### src/hw/rtl/ffb_pkg.sv
// Shared constants and CRC helpers for the fixed frame builder.
// No dependencies; used by the interfaces, the top level and the testbench.
package ffb_pkg;

	localparam int unsigned DATA_FIELD_BYTES = 300;
	localparam int unsigned FRAME_BYTES      = DATA_FIELD_BYTES + 9;
	localparam int unsigned POS_W            = $clog2(FRAME_BYTES);
	localparam int unsigned LEN_W            = 9;
	localparam int unsigned PADDR_W          = 3;

	localparam logic [7:0]  SOF_BYTE    = 8'hA5;
	localparam logic [7:0]  CRC8_POLY   = 8'h8C;
	localparam logic [7:0]  CRC8_INIT   = 8'hFF;
	localparam logic [15:0] CRC16_POLY  = 16'h8408;
	localparam logic [15:0] CRC16_INIT  = 16'hFFFF;
	localparam logic [15:0] CMD_ID_RST  = 16'h0310;

	localparam logic [15:0] FIELD_LEN   = 16'(DATA_FIELD_BYTES);
	localparam logic [LEN_W-1:0] FIELD_LEN_L = LEN_W'(DATA_FIELD_BYTES);

	// frame positions
	localparam logic [POS_W-1:0] POS_SOF     = POS_W'(0);
	localparam logic [POS_W-1:0] POS_LEN_LO  = POS_W'(1);
	localparam logic [POS_W-1:0] POS_LEN_HI  = POS_W'(2);
	localparam logic [POS_W-1:0] POS_SEQ     = POS_W'(3);
	localparam logic [POS_W-1:0] POS_HCRC    = POS_W'(4);
	localparam logic [POS_W-1:0] POS_CMD_LO  = POS_W'(5);
	localparam logic [POS_W-1:0] POS_CMD_HI  = POS_W'(6);
	localparam logic [POS_W-1:0] POS_PAYLOAD = POS_W'(7);
	localparam logic [POS_W-1:0] POS_CRC_LO  = POS_W'(FRAME_BYTES - 2);
	localparam logic [POS_W-1:0] POS_CRC_HI  = POS_W'(FRAME_BYTES - 1);

	// register index
	localparam logic REG_COMMAND_ID = 1'b0;

	function automatic logic [7:0] crc8_byte(input logic [7:0] crc, input logic [7:0] b);
		logic [7:0] c;
		c = crc ^ b;
		for (int i = 0; i < 8; i++) begin
			c = c[0] ? ((c >> 1) ^ CRC8_POLY) : (c >> 1);
		end
		return c;
	endfunction

	function automatic logic [15:0] crc16_byte(input logic [15:0] crc, input logic [7:0] b);
		logic [15:0] c;
		c = crc ^ {8'h00, b};
		for (int i = 0; i < 8; i++) begin
			c = c[0] ? ((c >> 1) ^ CRC16_POLY) : (c >> 1);
		end
		return c;
	endfunction

	// header CRC over SOF and the fixed length; only the sequence byte varies
	localparam logic [7:0] HCRC_PRE =
		crc8_byte(crc8_byte(crc8_byte(CRC8_INIT, SOF_BYTE), FIELD_LEN[7:0]), FIELD_LEN[15:8]);

endpackage

### src/hw/rtl/ffb_if.sv
// Valid/ready channel interfaces for the fixed frame builder.
// Depends on ffb_pkg for field widths.
interface ffb_in_if;
	logic                       valid;
	logic                       ready;
	logic [7:0]                 payload_byte;
	logic [ffb_pkg::LEN_W-1:0]  payload_length;

	modport source(output valid, output payload_byte, output payload_length, input ready);
	modport sink(input valid, input payload_byte, input payload_length, output ready);
endinterface

interface ffb_out_if;
	logic       valid;
	logic       ready;
	logic [7:0] frame_byte;
	logic       byte_taken;
	logic       frame_end;
	logic       rejected;

	modport source(output valid, output frame_byte, output byte_taken, output frame_end,
		output rejected, input ready);
	modport sink(input valid, input frame_byte, input byte_taken, input frame_end,
		input rejected, output ready);
endinterface

### src/hw/rtl/fixed_frame_builder_crc8_crc16.sv
// Fixed frame builder: one frame byte per accepted tick, header CRC-8, frame CRC-16.
// Pipeline: input register (s1), then result register; the byte-wide CRC-16 update
// sits between them. Throughput: one item per cycle unless the output stalls.
// Reset (arst_n low, async): frame position 0, sequence 0, CRC 0xFFFF, command id 0x0310,
// both stages empty.
// Depends on ffb_pkg and ffb_if.
module fixed_frame_builder_crc8_crc16 (
	input  logic                        clk,
	input  logic                        arst_n,
	ffb_in_if.sink                      payload,
	ffb_out_if.source                   frame,
	input  logic                        psel,
	input  logic                        penable,
	input  logic                        pwrite,
	input  logic [ffb_pkg::PADDR_W-1:0] paddr,
	input  logic [31:0]                 pwdata,
	output logic [31:0]                 prdata,
	output logic                        pready
);

	typedef struct packed {
		logic [7:0] frame_byte;
		logic       byte_taken;
		logic       frame_end;
		logic       rejected;
	} result_t;

	// configuration register
	logic [15:0] command_id_q;

	// input stage
	logic                       valid_s1;
	logic [7:0]                 byte_s1;
	logic [ffb_pkg::LEN_W-1:0]  length_s1;

	// framing state
	logic [ffb_pkg::POS_W-1:0]  pos_q;
	logic [7:0]                 seq_q;
	logic [15:0]                crc_q;
	logic [ffb_pkg::LEN_W-1:0]  len_q;

	// result stage
	logic    out_valid_q;
	result_t res_q;

	logic    advance;
	logic    accept;
	result_t res_d;
	logic    reject_d;
	logic [15:0] crc_base;
	logic [ffb_pkg::POS_W-1:0] pay_idx;

	// APB: no wait states (pready tied high); reads return the register, zero elsewhere
	assign pready = 1'b1;
	assign prdata = (paddr[2] == ffb_pkg::REG_COMMAND_ID) ? {16'h0000, command_id_q} : 32'h0;

	always_ff @(posedge clk or negedge arst_n) begin
		if (!arst_n) begin
			command_id_q <= ffb_pkg::CMD_ID_RST;
		end else if (psel && penable && pwrite && pready && paddr[2] == ffb_pkg::REG_COMMAND_ID) begin
			command_id_q <= pwdata[15:0];
		end
	end

	// Advance s1 into the result register whenever the result slot is free or being taken.
	assign advance       = valid_s1 && (!out_valid_q || frame.ready);
	assign payload.ready = !valid_s1 || advance;
	assign accept        = payload.valid && payload.ready;

	always_ff @(posedge clk or negedge arst_n) begin
		if (!arst_n) begin
			valid_s1 <= 1'b0;
		end else if (payload.ready) begin
			valid_s1 <= payload.valid;
		end
	end

	always_ff @(posedge clk) begin
		if (accept) begin
			byte_s1   <= payload.payload_byte;
			length_s1 <= payload.payload_length;
		end
	end

	// Frame byte selection for the item in s1.
	assign reject_d = (pos_q == ffb_pkg::POS_SOF) && (length_s1 > ffb_pkg::FIELD_LEN_L);
	assign pay_idx  = pos_q - ffb_pkg::POS_PAYLOAD;

	always_comb begin
		res_d = '0;
		case (pos_q)
			ffb_pkg::POS_SOF:    res_d.frame_byte = ffb_pkg::SOF_BYTE;
			ffb_pkg::POS_LEN_LO: res_d.frame_byte = ffb_pkg::FIELD_LEN[7:0];
			ffb_pkg::POS_LEN_HI: res_d.frame_byte = ffb_pkg::FIELD_LEN[15:8];
			ffb_pkg::POS_SEQ:    res_d.frame_byte = seq_q;
			ffb_pkg::POS_HCRC:   res_d.frame_byte = ffb_pkg::crc8_byte(ffb_pkg::HCRC_PRE, seq_q);
			ffb_pkg::POS_CMD_LO: res_d.frame_byte = command_id_q[7:0];
			ffb_pkg::POS_CMD_HI: res_d.frame_byte = command_id_q[15:8];
			ffb_pkg::POS_CRC_LO: res_d.frame_byte = crc_q[7:0];
			ffb_pkg::POS_CRC_HI: begin
				res_d.frame_byte = crc_q[15:8];
				res_d.frame_end  = 1'b1;
			end
			default: begin
				// data field: payload until the latched length, then zero padding
				if (pay_idx < ffb_pkg::POS_W'(len_q)) begin
					res_d.frame_byte = byte_s1;
					res_d.byte_taken = 1'b1;
				end
			end
		endcase
		if (reject_d) begin
			res_d          = '0;
			res_d.rejected = 1'b1;
		end
	end

	// CRC-16 restarts at the SOF byte
	assign crc_base = (pos_q == ffb_pkg::POS_SOF) ? ffb_pkg::CRC16_INIT : crc_q;

	always_ff @(posedge clk or negedge arst_n) begin
		if (!arst_n) begin
			pos_q <= ffb_pkg::POS_SOF;
			seq_q <= 8'h00;
			crc_q <= ffb_pkg::CRC16_INIT;
			len_q <= '0;
		end else if (advance && !reject_d) begin
			if (pos_q == ffb_pkg::POS_SOF) begin
				len_q <= length_s1;
			end
			if (pos_q == ffb_pkg::POS_CRC_HI) begin
				// close the frame: wrap position, bump sequence
				pos_q <= ffb_pkg::POS_SOF;
				seq_q <= seq_q + 8'h01;
				crc_q <= ffb_pkg::CRC16_INIT;
			end else begin
				pos_q <= pos_q + ffb_pkg::POS_W'(1);
				if (pos_q != ffb_pkg::POS_CRC_LO) begin
					crc_q <= ffb_pkg::crc16_byte(crc_base, res_d.frame_byte);
				end
			end
		end
	end

	// Result register: hold while stalled, load on advance.
	always_ff @(posedge clk or negedge arst_n) begin
		if (!arst_n) begin
			out_valid_q <= 1'b0;
		end else if (!out_valid_q || frame.ready) begin
			out_valid_q <= valid_s1;
		end
	end

	always_ff @(posedge clk) begin
		if (advance) begin
			res_q <= res_d;
		end
	end

	assign frame.valid      = out_valid_q;
	assign frame.frame_byte = res_q.frame_byte;
	assign frame.byte_taken = res_q.byte_taken;
	assign frame.frame_end  = res_q.frame_end;
	assign frame.rejected   = res_q.rejected;

endmodule

### src/flat_wrapper.sv
// flat-port wrapper written by rule: the top's interface ports become plain ports
module fixed_frame_builder_crc8_crc16_flat 
  (clk, arst_n, psel, penable, pwrite, paddr, pwdata, prdata, pready, payload_valid, payload_payload_byte, payload_payload_length, payload_ready, frame_valid, frame_frame_byte, frame_byte_taken, frame_frame_end, frame_rejected, frame_ready);
  ffb_in_if payload_i ();
  ffb_out_if frame_i ();
  input  logic clk;
  input  logic arst_n;
  input  logic psel;
  input  logic penable;
  input  logic pwrite;
  input  logic [ffb_pkg::PADDR_W-1:0] paddr;
  input  logic [31:0] pwdata;
  output logic [31:0] prdata;
  output logic pready;
  input wire logic [$bits(payload_i.valid)-1:0] payload_valid;
  input wire logic [$bits(payload_i.payload_byte)-1:0] payload_payload_byte;
  input wire logic [$bits(payload_i.payload_length)-1:0] payload_payload_length;
  output wire logic [$bits(payload_i.ready)-1:0] payload_ready;
  output wire logic [$bits(frame_i.valid)-1:0] frame_valid;
  output wire logic [$bits(frame_i.frame_byte)-1:0] frame_frame_byte;
  output wire logic [$bits(frame_i.byte_taken)-1:0] frame_byte_taken;
  output wire logic [$bits(frame_i.frame_end)-1:0] frame_frame_end;
  output wire logic [$bits(frame_i.rejected)-1:0] frame_rejected;
  input wire logic [$bits(frame_i.ready)-1:0] frame_ready;
  assign payload_i.valid = payload_valid;
  assign payload_i.payload_byte = payload_payload_byte;
  assign payload_i.payload_length = payload_payload_length;
  assign payload_ready = payload_i.ready;
  assign frame_valid = frame_i.valid;
  assign frame_frame_byte = frame_i.frame_byte;
  assign frame_byte_taken = frame_i.byte_taken;
  assign frame_frame_end = frame_i.frame_end;
  assign frame_rejected = frame_i.rejected;
  assign frame_i.ready = frame_ready;
  fixed_frame_builder_crc8_crc16 u_core (.clk(clk), .arst_n(arst_n), .payload(payload_i), .frame(frame_i), .psel(psel), .penable(penable), .pwrite(pwrite), .paddr(paddr), .pwdata(pwdata), .prdata(prdata), .pready(pready));
endmodule
### config.mk
export PLATFORM = sky130hd
export DESIGN_NAME = fixed_frame_builder_crc8_crc16_flat
export DESIGN_NICKNAME = d
export VERILOG_FILES = /design/src/hw/rtl/ffb_pkg.sv /design/src/hw/rtl/ffb_if.sv /design/src/hw/rtl/fixed_frame_builder_crc8_crc16.sv /design/src/flat_wrapper.sv
export SDC_FILE = /design/constraint.sdc
export NUM_CORES = 1
export LEC_CHECK = 0
export BUFFER_PORTS_ARGS = -buffer_cell sky130_fd_sc_hd__buf_2
export CAP_MARGIN = 10
export CORE_MARGIN = 1
export CORE_UTILIZATION = 25
export CTS_BUF_LIST = sky130_fd_sc_hd__clkbuf_8
export DETAILED_ROUTE_END_ITERATION = 6
export PLACE_DENSITY_LB_ADDON = 0.25
export SYNTH_ARGS = -nofsm -noshare
export SYNTH_HDL_FRONTEND = slang
export SYNTH_SLANG_ARGS = --single-unit
### constraint.sdc
create_clock -name clk -period 3.4 [get_ports clk]
set_input_delay 0.85 -clock clk [delete_from_list [all_inputs] [get_ports clk]]
set_output_delay 0.85 -clock clk [all_outputs]
set_load 0.02 [all_outputs]
==> summary.txt, run 1 <==
Die
  • Die Wd: roughly 150 um
  • IO Pins: between 100 and 150
  • Placeable Area: ~20000 um2
  • Initial core utilization: 25.7%
  • Site Rows: 52
  • Die Height: between 100 and 150 um
  • Full die area: 21500 um2

Cells and area
  • Antenna fix cells: 0
  • Final Non-Filler Cells: 893
  • Register Area: 2370 um2
  • Footprint of the multi-input gates: ~2800 um2
  • Share of cells above drive strength 1: 35.2%
  • # fillers: 2100
  • Area Growth Syn to Fin: 25.4%
  • Fin nets: a little under 700
  • Fin util: about a third

Global route
  • Global-route wire length before repair: about 22000 um
  • Vias in the first global route: around 4200
  • GR Util met1: roughly 16%
  • Largest net degree at the start of global routing: about 60
  • GRT met3 Usage: approximately 2.8%
  • Total gr overflow: 0
  • GRT busiest layer: met2
  • GRT Total Usage: 13.3%
  • Met2 Usage GRT: 23.0%
  • Initial antenna violation count: 0

STA
  • Final hold slack: 0.498 ns
  • Final setup viols: 2
  • Final hold viol count: 0
  • Part of the cycle the worst path needs: 101%
  • Clk_skew: 0.0141 ns
  • Final setup margin: -0.0354 ns
  • Fin Setup TNS: -0.0650 ns
  • Max transition margin: between 40% and 50%
  • RSZ-0062 raised after global routing: true
  • Slew Limit Fails: 0
  • Worst-margin pin slew: roughly 0.84 ns
  • Period minus WS final: 3.44 ns
  • Fmax: approximately 0.29 GHz

Worst setup path
  • Crit-path max FO: 4
  • Critical path capture point type: register
  • Ordered cell list for the critical path: or3_4 > nor2_4 > nand2_2 > xnor2_2 > ha_1 > buf_4 > a211oi_4 > o211ai_1 > buf_4 > buf_4 > a21oi_4 > nor3_2 > o211ai_1 > a21oi_1 > o32a_1
  • Crit-path max cell delay: between 0.4 and 0.5 ns
  • Cell family contributing the most delay on the critical path: compound AO/OA/AOI/OAI gates
  • Top cell by count, worst path: buf_4
  • Critical Path AT: between 3 and 4 ns
  • RR Startpoint: u_core.pos_q[5]$_DFFE_PN0P_
  • Critical path required time: between 3 and 4 ns
  • Startpoint Class: register
  • Setup crit start: u_core.pos_q[5]$_DFFE_PN0P_
  • Critical Path Slowest Stage Cell: or3_4
  • Bufs and invs on worst path: 3
  • CP Class: register to register

Synth
  • Synth Cell Area: between 5000 and 6000 um2
  • Post-synth ARST share: ~68%
  • Post-synth EDFFs: 28
  • #FFs+latches synth: 88
  • Mux cell area share after synthesis: under 10%
  • Synth Warn #: 0
  • Sequential area share after synthesis: 45.2%
  • Synth cell types: ~70
  • Ys flop type: dfrtp_1
  • Adder-Cell Fraction of Synth Area: between 3 and 4%
  • Largest family of logic cells by synthesized area: simple AND/OR/NAND/NOR gates
  • Syn Area/Cell: 10.2 um2
  • Synth Area in Compound Gates: between 10% and 20%
  • Synth Area in Simple Gates: between 10% and 20%
  • Mapped Cells: a little over 500
  • XOR/XNOR Fraction of Synth Area: 8.83%

Place
  • Routability cong.: around 0.85
  • Input/output buffers: 69
  • DP HPWL: ~10000 um
  • Placed cells: 869

Routing
  • Drt first pass iters: 5
  • Total wire length: ~14000 um
  • WL/cell: roughly 16 um
  • 1st-iter DRT viols: approximately 280
  • DRT antenna net count: 0
  • Drt drc: 0
  • Avg Vias per Cell: between 4 and 5
  • Vias: 4172

Power
  • Pwr Density: approximately 1100 nW/um2
  • Leak: between 2 and 3 nW
  • VDD IR max: ~0.00030 V

CTS
  • Htree depth: 3
  • CTS Buf Count: 9
  • CTS root buf: clkbuf_8
  • Reg clk slew, reported paths: approximately 0.09 ns
  • Post-CTS Hold Buffers: 0
  • CTS Buffer Depth: 2
  • CTS tree: done
  • Clk Latency, worst-skew pair: between 0.3 and 0.4 ns
  • Sink Count: 88

Worst hold path
  • Min-delay worst type: register to register
  • Hold_sp: u_core.length_s1[4]$_DFFE_PP_

Run status
  • Run status: finished with violations
  • Failing checks: negative setup slack

Job
  • Max cap viols: 0
## worst paths after layout
path                                                        to  slack, ns  depth (start not counted)
max reg2reg                        u_core.crc_q[1]$_DFFE_PN1P_      -0.04                         15
max in group asynchronous  u_core.command_id_q[12]$_DFFE_PN0P_       2.22                          2
min                                u_core.len_q[4]$_DFFE_PN0P_       0.50                          2
max                                u_core.crc_q[1]$_DFFE_PN1P_      -0.04                         15
min in group asynchronous          u_core.len_q[0]$_DFFE_PN0P_       0.64                          2
min reg2reg                        u_core.len_q[4]$_DFFE_PN0P_       0.50                          2
## power by group
group | internal, mW | leakage (nW) | switching [mW] | total [mW]
clock network | 0.482 | 0.114 | 0.386 | 0.868
registers | 1.52 | 0.991 | 0.198 | 1.72
logic | 2.32 | 1.74 | 2.27 | 4.59
total | 4.32 | 2.84 | 2.85 | 7.17
## Yosys cell counts (4+ instances only)
cell type  count  area (um2)
nand4_1        6        37.5
xor2_1        14         123
nor2_1        39         146
a211oi_1       8        60.1
xnor2_1       24         210
a22o_1         8        70.1
dfrtp_1       41        1030
nand2_1       40         150
xnor3_1        5         113
nor3_1         9        45.0
o211ai_1       6        45.0
a22oi_1       10        75.1
buf_2          4        20.0
inv_1         14        52.6
o21a_1         5        37.5
dfstp_2       19         499
ha_1          13         163
o21ai_0       20         100
or3_1          4        25.0
or2_2          7        43.8
a21oi_1       25         125
and2_1         8        50.1
nor2b_1       18         113
mux2_2        18         203
and3_1         6        37.5
clkbuf_1      23        86.3
nand2b_1       4        25.0
nand3_1       14        70.1
edfxtp_1      28         841
buf_4         17         128
## kinds of logic (layout without fill, tap and decap cells)
kind of cell	count (synthesis)	count (layout)
AO/OA/AOI/OAI	113	113
adder cells (fa/ha/maj)	13	13
AND/OR/NAND/NOR	170	170
other	2	17
multiplexers	20	20
flip-flops	88	88
XOR/XNOR	44	44
buffers and inverters	61	158
## area by class of cell
cell class                      instances  area share, %
Clock buffer                            9           1.89
Clock inverter                          7           1.68
Inverter                               15          0.858
Multi-Input combinational cell        377           42.2
Sequential cell                        88           36.1
Tap cell                              270           5.15
Timing Repair Buffer                  127           12.2
## placed cells by master, fill, tap and decap left out, types with 3 or more instances in the layout
master	count
conb_1	17
buf_2	69
nand2_1	39
ha_1	13
xnor3_1	4
nor2_1	38
o21a_1	5
a31oi_1	3
a21oi_1	21
edfxtp_1	28
and2_1	7
nor2b_1	18
clkbuf_8	9
and3_1	5
o22a_1	3
dfrtp_1	41
or3_4	3
a21o_1	3
a22oi_1	10
nor3_1	7
xnor2_1	22
xor2_1	13
nand2b_1	4
a22o_1	7
dfstp_2	19
o21ai_0	18
a21oi_4	3
or2_2	6
buf_4	55
bufinv_16	3
mux2_2	18
nand4_1	6
inv_1	14
nand3_1	13
a211oi_1	5
o211ai_1	6
## sequential cells by signal, summed over array words and instances (netlist names)
name and cells:
u_core.byte_s1 8, u_core.frame.valid 1, u_core.crc_q 16, u_core.command_id_q 16, u_core.frame.byte_taken 1, u_core.pos_q 9
u_core.valid_s1 1, u_core.seq_q 8, u_core.length_s1 9, u_core.len_q 9, u_core.frame.frame_end 1, u_core.frame.frame_byte 8
u_core.frame.rejected 1
## routing by layer
metal / wire length (um) / part of all wire, %
met2: 7000 / 50
met4: 251 / 1.8
met5: 0 / 0
met3: 598 / 4.2
met1: 6270 / 44
## through the flow
stage	setup WS [ns]	power, mW	area [um2]
2_1_floorplan	0.00191	4.37	5290
3_3_place_gp	-0.0874	5.62	6100
3_5_place_dp	-0.237	5.70	6100
4_1_cts	0.0123	6.82	6420
5_1_grt	-0.158	7.68	6560
6_report	-0.0354	7.17	6560
## worst register-to-register path: cells and delay by family, from the launching register on
| kind | cells | cell delay (ns) |
|---|---|---|
| flops | 1 | 0.39 |
| compound gates | 6 | 1.38 |
| buf+inv | 3 | 0.49 |
| fa+ha+maj | 1 | 0.30 |
| xor+xnor | 1 | 0.14 |
| simple gates | 4 | 0.69 |
## what timing repair did
action                     4_1_cts  5_1_grt
resized for setup               17       19
setup buffers                    2        6
pin swaps                        8       15
setup endpoints to repair       11       14
Power figures use the tool's default switching activity.
==> run 2: changes to the inputs <==
CORE_MARGIN = 8   (was 1)
==> run 2 against run 1 <==
Against the previous run: the flow still finishes with violations (negative setup slack); sequential share of layout area up 0.28 points; via count down 1.5%; sequential cell count unchanged; final area down 0.76%; hold slack better by 0.0026 ns; non-clock buffer count down 2; clock skew up 0.00062 ns; count of clock-buffer cells in the layout up 1; final cell count up 0.34%; routed wire length up 3.8%; power down 2.8%; critical path type unchanged.
==> summary.txt, run 2 (synthesis gave the netlist of run 1 again) <==
STA
  • Clk_skew: between 0.01 and 0.015 ns
  • Period minus WS final: ~3.4 ns
  • RSZ-0062 raised after global routing: true
  • Fmax: 0.291 GHz
  • Final setup margin: -0.0395 ns
  • Max transition margin: a little under two fifths
  • Slew Limit Fails: 0
  • Final hold viol count: 0
  • Part of the cycle the worst path needs: 101%
  • Final hold slack: roughly 0.5 ns
  • Worst-margin pin slew: a little over 0.9 ns
  • Final setup viols: 1
  • Fin Setup TNS: -0.0395 ns

Die
  • Die Wd: approximately 160 um
  • Placeable Area: between 20000 and 25000 um2
  • Die Height: ~160 um
  • Full die area: around 26000 um2
  • Initial core utilization: 25.2%
  • Site Rows: between 50 and 60
  • IO Pins: 105

Routing
  • Vias: a little over 4000
  • Drt drc: 0
  • Drt first pass iters: 4
  • 1st-iter DRT viols: ~200
  • Total wire length: ~15000 um
  • Avg Vias per Cell: approximately 4.6
  • WL/cell: 16.4 um
  • DRT antenna net count: 0

Global route
  • Largest net degree at the start of global routing: 36
  • Global-route wire length before repair: approximately 24000 um
  • Vias in the first global route: about 4400
  • Initial antenna violation count: 0
  • GRT Total Usage: a little under an eighth
  • Total gr overflow: 0

Cells and area
  • Regs by FF count: u_core.command_id_q: 16 flops, u_core.crc_q: 16 flops
  • Commonest non-fill, non-tap cell in the layout: buf_2
  • Fin util: 31.4%
  • Share of cells above drive strength 1: a little over a third
  • Antenna fix cells: 0
  • Most frequent cells in the layout: buf_2 (69), buf_4 (51), dfrtp_1 (41)
  • Fin nets: ~690
  • Area Growth Syn to Fin: 24.5%

Run status
  • Run status: finished with violations
  • Failing checks: negative setup slack

Job
  • Max cap viols: 0

Place
  • Routability cong.: 0.828
  • Input/output buffers: 69
  • DP HPWL: roughly 11000 um

Worst setup path
  • Critical Path Slowest Stage Cell: or3_4
  • Crit-path max FO: 4
  • Top cell by count, worst path: or3_4
  • Startpoint Class: register
  • Crit-path max cell delay: 0.42 ns
  • Ordered cell list for the critical path: or3_4 > nor2_4 > nand2_2 > xnor2_2 > ha_4 > and3_4 > nand3_2 > o211ai_1 > buf_4 > a21oi_4 > or3_4 > a211o_1 > and3_1 > o32a_1
  • Critical Path AT: between 3 and 4 ns
  • Critical path required time: 3.70 ns
  • Cell family contributing the most delay on the critical path: simple AND/OR/NAND/NOR gates
  • Bufs and invs on worst path: 1
  • CP Class: register to register
  • Critical path capture point type: register

CTS
  • Sink Count: 88
  • Reg clk slew, reported paths: around 0.090 ns
  • CTS Buffer Depth: 2
  • CTS Buf Count: 9
  • CTS root buf: clkbuf_8
  • CTS tree: done
  • Clk Latency, worst-skew pair: about 0.38 ns
  • Htree depth: 3

Power
  • Leak: between 2 and 3 nW
  • Total Power: approximately 7 mW
  • Pwr Density: ~1100 nW/um2
  • VDD IR max: ~0.00032 V

Worst hold path
  • Min-delay worst type: register to register
run 2: final cells by class:
cell class	instances	area (um2)
Clock buffer	10	138
Tap cell	275	344
Timing Repair Buffer	125	802
Clock inverter	6	41.3
Fill cell	2126	14200
Multi-Input combinational cell	377	2760
Inverter	15	56.3
Sequential cell	88	2370
run 2: timing repair:
item | 4_1_cts | 5_1_grt
setup buffers | 5 | 3
pin swaps | 15 | 17
resized for setup | 21 | 17
hold buffers | 0 | 0
setup endpoints to repair | 9 | 15
run 2: path summary, 6_finish.rpt:
| check | from | endpoint | slack [ns] | depth (start not counted) |
|---|---|---|---|---|
| worst max register to register | u_core.pos_q[4]$_DFFE_PN0P_ | u_core.crc_q[1]$_DFFE_PN1P_ | -0.04 | 14 |
| min in group asynchronous | arst_n | u_core.len_q[0]$_DFFE_PN0P_ | 0.60 | 1 |
| worst min-delay path | u_core.length_s1[4]$_DFFE_PP_ | u_core.len_q[4]$_DFFE_PN0P_ | 0.50 | 2 |
| worst max-delay path | u_core.pos_q[4]$_DFFE_PN0P_ | u_core.crc_q[1]$_DFFE_PN1P_ | -0.04 | 14 |
| worst min register to register | u_core.length_s1[4]$_DFFE_PP_ | u_core.len_q[4]$_DFFE_PN0P_ | 0.50 | 2 |
| max in group asynchronous | arst_n | u_core.command_id_q[9]$_DFFE_PN1P_ | 2.08 | 2 |
run 2: routing by layer:
metal  up-vias  wire (um)  GRT usage [%]  part of all wire, %
met5         -          0              0                    0
met4         0        327           4.67                  2.2
met3        18        655           2.94                  4.5
met2        71       7450           20.0                   51
met1      2017       6220           13.3                   42
li1       2003          -              -                    -
run 2: metrics by stage:
stage	setup slack (ns)	area [um2]	instances
floorplan	0.00191	5290	526
global placement	-0.101	6110	873
detailed placement	-0.180	6110	873
CTS	-0.0131	6410	894
global route	-0.156	6510	896
finish	-0.0395	6510	896
run 2: power breakdown:
group          leakage [nW]  switching [mW]  internal (mW)
Sequential            0.991           0.191           1.52
Combinational          1.73            2.27           2.29
Clock                0.0934           0.405          0.289
run 2: tightest hold or removal path: stages (launching register included):
cell and delay, ns:
edfxtp_1 0.36, nand2_1 0.05, o21ai_0 0.06
==> run 3: changes to the inputs <==
CORE_ASPECT_RATIO = 2   (was default)
CORE_UTILIZATION = 52   (was 25)
==> run 3 against run 2 <==
Against the previous run: the flow now finishes without violations; power decreased by 2.4%; clock power rose by 0.9%; sequential cell count stayed put; fmax increased by 3.2%; routed wire length shrank 11%.
==> summary.txt, run 3 (synthesis gave the netlist of run 1 again) <==
Routing
  • DRT antenna net count: 0
  • Drt drc: 0
  • 1st-iter DRT viols: between 200 and 250
  • WL/cell: 17.5 um
  • Drt first pass iters: 5
  • Total wire length: ~13000 um
  • Avg Vias per Cell: between 5 and 6
  • Vias: slightly above 4000

Die
  • Site Rows: 52
  • Initial core utilization: between 50% and 60%
  • Die Height: 158 um
  • Die Wd: 86.9 um
  • IO Pins: around 110
  • Full die area: around 14000 um2
  • Placeable Area: between 9000 and 10000 um2

CTS
  • CTS Buf Count: 9
  • Htree depth: 3
  • CTS Buffer Depth: 2
  • Sink Count: 88
  • Clk Latency, worst-skew pair: around 0.36 ns
  • Reg clk slew, reported paths: 0.09 ns
  • CTS root buf: clkbuf_8
  • CTS tree: done

STA
  • Final setup viols: 0
  • Max transition margin: roughly 43%
  • Period minus WS final: between 3 and 4 ns
  • Clk_skew: ~0.0077 ns
  • Part of the cycle the worst path needs: a little over nine tenths
  • Final hold viol count: 0
  • Fmax: approximately 0.3 GHz
  • Worst-margin pin slew: 0.857 ns
  • RSZ-0062 raised after global routing: true
  • Slew Limit Fails: 0
  • Final setup margin: just under 0.07 ns

Cells and area
  • Commonest non-fill, non-tap cell in the layout: buf_2
  • Fin nets: approximately 670
  • Share of cells above drive strength 1: roughly a third
  • Antenna fix cells: 0
  • Most frequent cells in the layout: buf_2 (69), dfrtp_1 (41), nand2_1 (40)
  • # fillers: roughly 860
  • Fin util: between 60% and 70%
  • Regs by FF count: u_core.command_id_q: 16 flops, u_core.crc_q: 16 flops
  • Area Growth Syn to Fin: 18.9%

Worst setup path
  • R2r setup slk: approximately 0.067 ns
  • Critical path required time: between 3 and 4 ns
  • Cell family contributing the most delay on the critical path: compound AO/OA/AOI/OAI gates
  • Critical Path Slowest Stage Cell: or3_4
  • Ordered cell list for the critical path: or3_4 > a21oi_2 > xor2_1 > ha_1 > a21o_1 > a211oi_2 > o211ai_1 > buf_4 > buf_6 > a21oi_4 > nor3_2 > o211ai_1 > a21oi_2 > o32a_1
  • CP Class: register to register
  • Crit-path max FO: 4
  • Critical path capture point type: register
  • Crit-path max cell delay: around 0.41 ns
  • Bufs and invs on worst path: 2
  • Critical Path AT: 3.63 ns
  • Startpoint Class: register

Power
  • Leak: between 2 and 3 nW
  • VDD IR max: between 0.0006 and 0.0007 V
  • Pwr Density: around 1100 nW/um2

Run status
  • Run status: finished, final reports clean

Place
  • DP HPWL: between 9000 and 10000 um
  • Place WS: -0.0902 ns
  • Routability cong.: between 0.8 and 0.9
  • Input/output buffers: 69

Global route
  • Vias in the first global route: a little over 4000
  • Total gr overflow: 0
  • Initial antenna violation count: 0
  • Global-route wire length before repair: slightly above 20000 um
  • GRT Total Usage: 18.9%
  • Largest net degree at the start of global routing: 33

Job
  • Max cap viols: 0

Worst hold path
  • Min-delay worst type: register to register
run 3: where the power goes:
group | total, mW | internal (mW) | leakage, nW | switching [mW]
Sequential | 1.73 | 1.52 | 0.991 | 0.209
Clock | 0.699 | 0.333 | 0.0938 | 0.366
Combinational | 4.37 | 2.16 | 1.65 | 2.21
Total | 6.80 | 4.01 | 2.73 | 2.79
run 3: worst register-to-register path: cells and delay by family, from the launching register on:
kind | cells | cell delay [ns]
AND/OR/NAND/NOR | 2 | 0.50
buffers and inverters | 2 | 0.30
flip-flops | 1 | 0.38
AO/OA/AOI/OAI | 8 | 1.64
adder cells (fa/ha/maj) | 1 | 0.27
XOR/XNOR | 1 | 0.18
run 3: worst paths after layout:
kind / to / depth (start not counted) / startpoint
max: u_core.crc_q[1]$_DFFE_PN1P_ / 14 / u_core.pos_q[3]$_DFFE_PN0P_
min: u_core.len_q[4]$_DFFE_PN0P_ / 2 / u_core.length_s1[4]$_DFFE_PP_
max reg2reg: u_core.crc_q[1]$_DFFE_PN1P_ / 14 / u_core.pos_q[3]$_DFFE_PN0P_
min reg2reg: u_core.len_q[4]$_DFFE_PN0P_ / 2 / u_core.length_s1[4]$_DFFE_PP_
max in group asynchronous: u_core.crc_q[12]$_DFFE_PN1P_ / 2 / arst_n
min in group asynchronous: u_core.pos_q[7]$_DFFE_PN0P_ / 1 / arst_n
run 3: final cells by class:
type	instances	area [um2]	share of cell area, %
clock buffer	9	124	1.99
clock inverter	7	65.1	1.05
inverter	15	56.3	0.905
multi-input combinational	377	2760	44.3
sequential	88	2370	38.0
tap	135	169	2.72
timing repair buffer	111	684	11.0
run 3: repair_timing:
item	in CTS	in global routing
gates resized for setup	3	33
hold buffers	0	0
pin swaps	3	23
endpoints found under the hold margin	0	0
setup buffers	3	4
setup endpoints to repair	8	14
run 3: routing by layer:
metal,vias to the layer above,wire length [um],track usage [%]
met3,26,586,3.07
met2,123,7080,34.2
li1,1981,-,-
met5,-,0,0
met1,2018,4900,20.5
met4,0,431,9.18
run 3: per-stage QoR:
| step | hold WS, ns | setup TNS (ns) | cells | power [mW] | instance area, um2 |
|---|---|---|---|---|---|
| floorplan | 0.451 | 0 | 526 | 4.37 | 5290 |
| global placement | 0.475 | -0.143 | 719 | 5.37 | 5820 |
| detailed placement | 0.477 | -0.390 | 719 | 5.43 | 5820 |
| CTS | 0.505 | -0.0182 | 738 | 6.24 | 6040 |
| global route | 0.533 | -0.300 | 742 | 7.28 | 6220 |
| finish | 0.493 | 0 | 742 | 6.80 | 6220 |
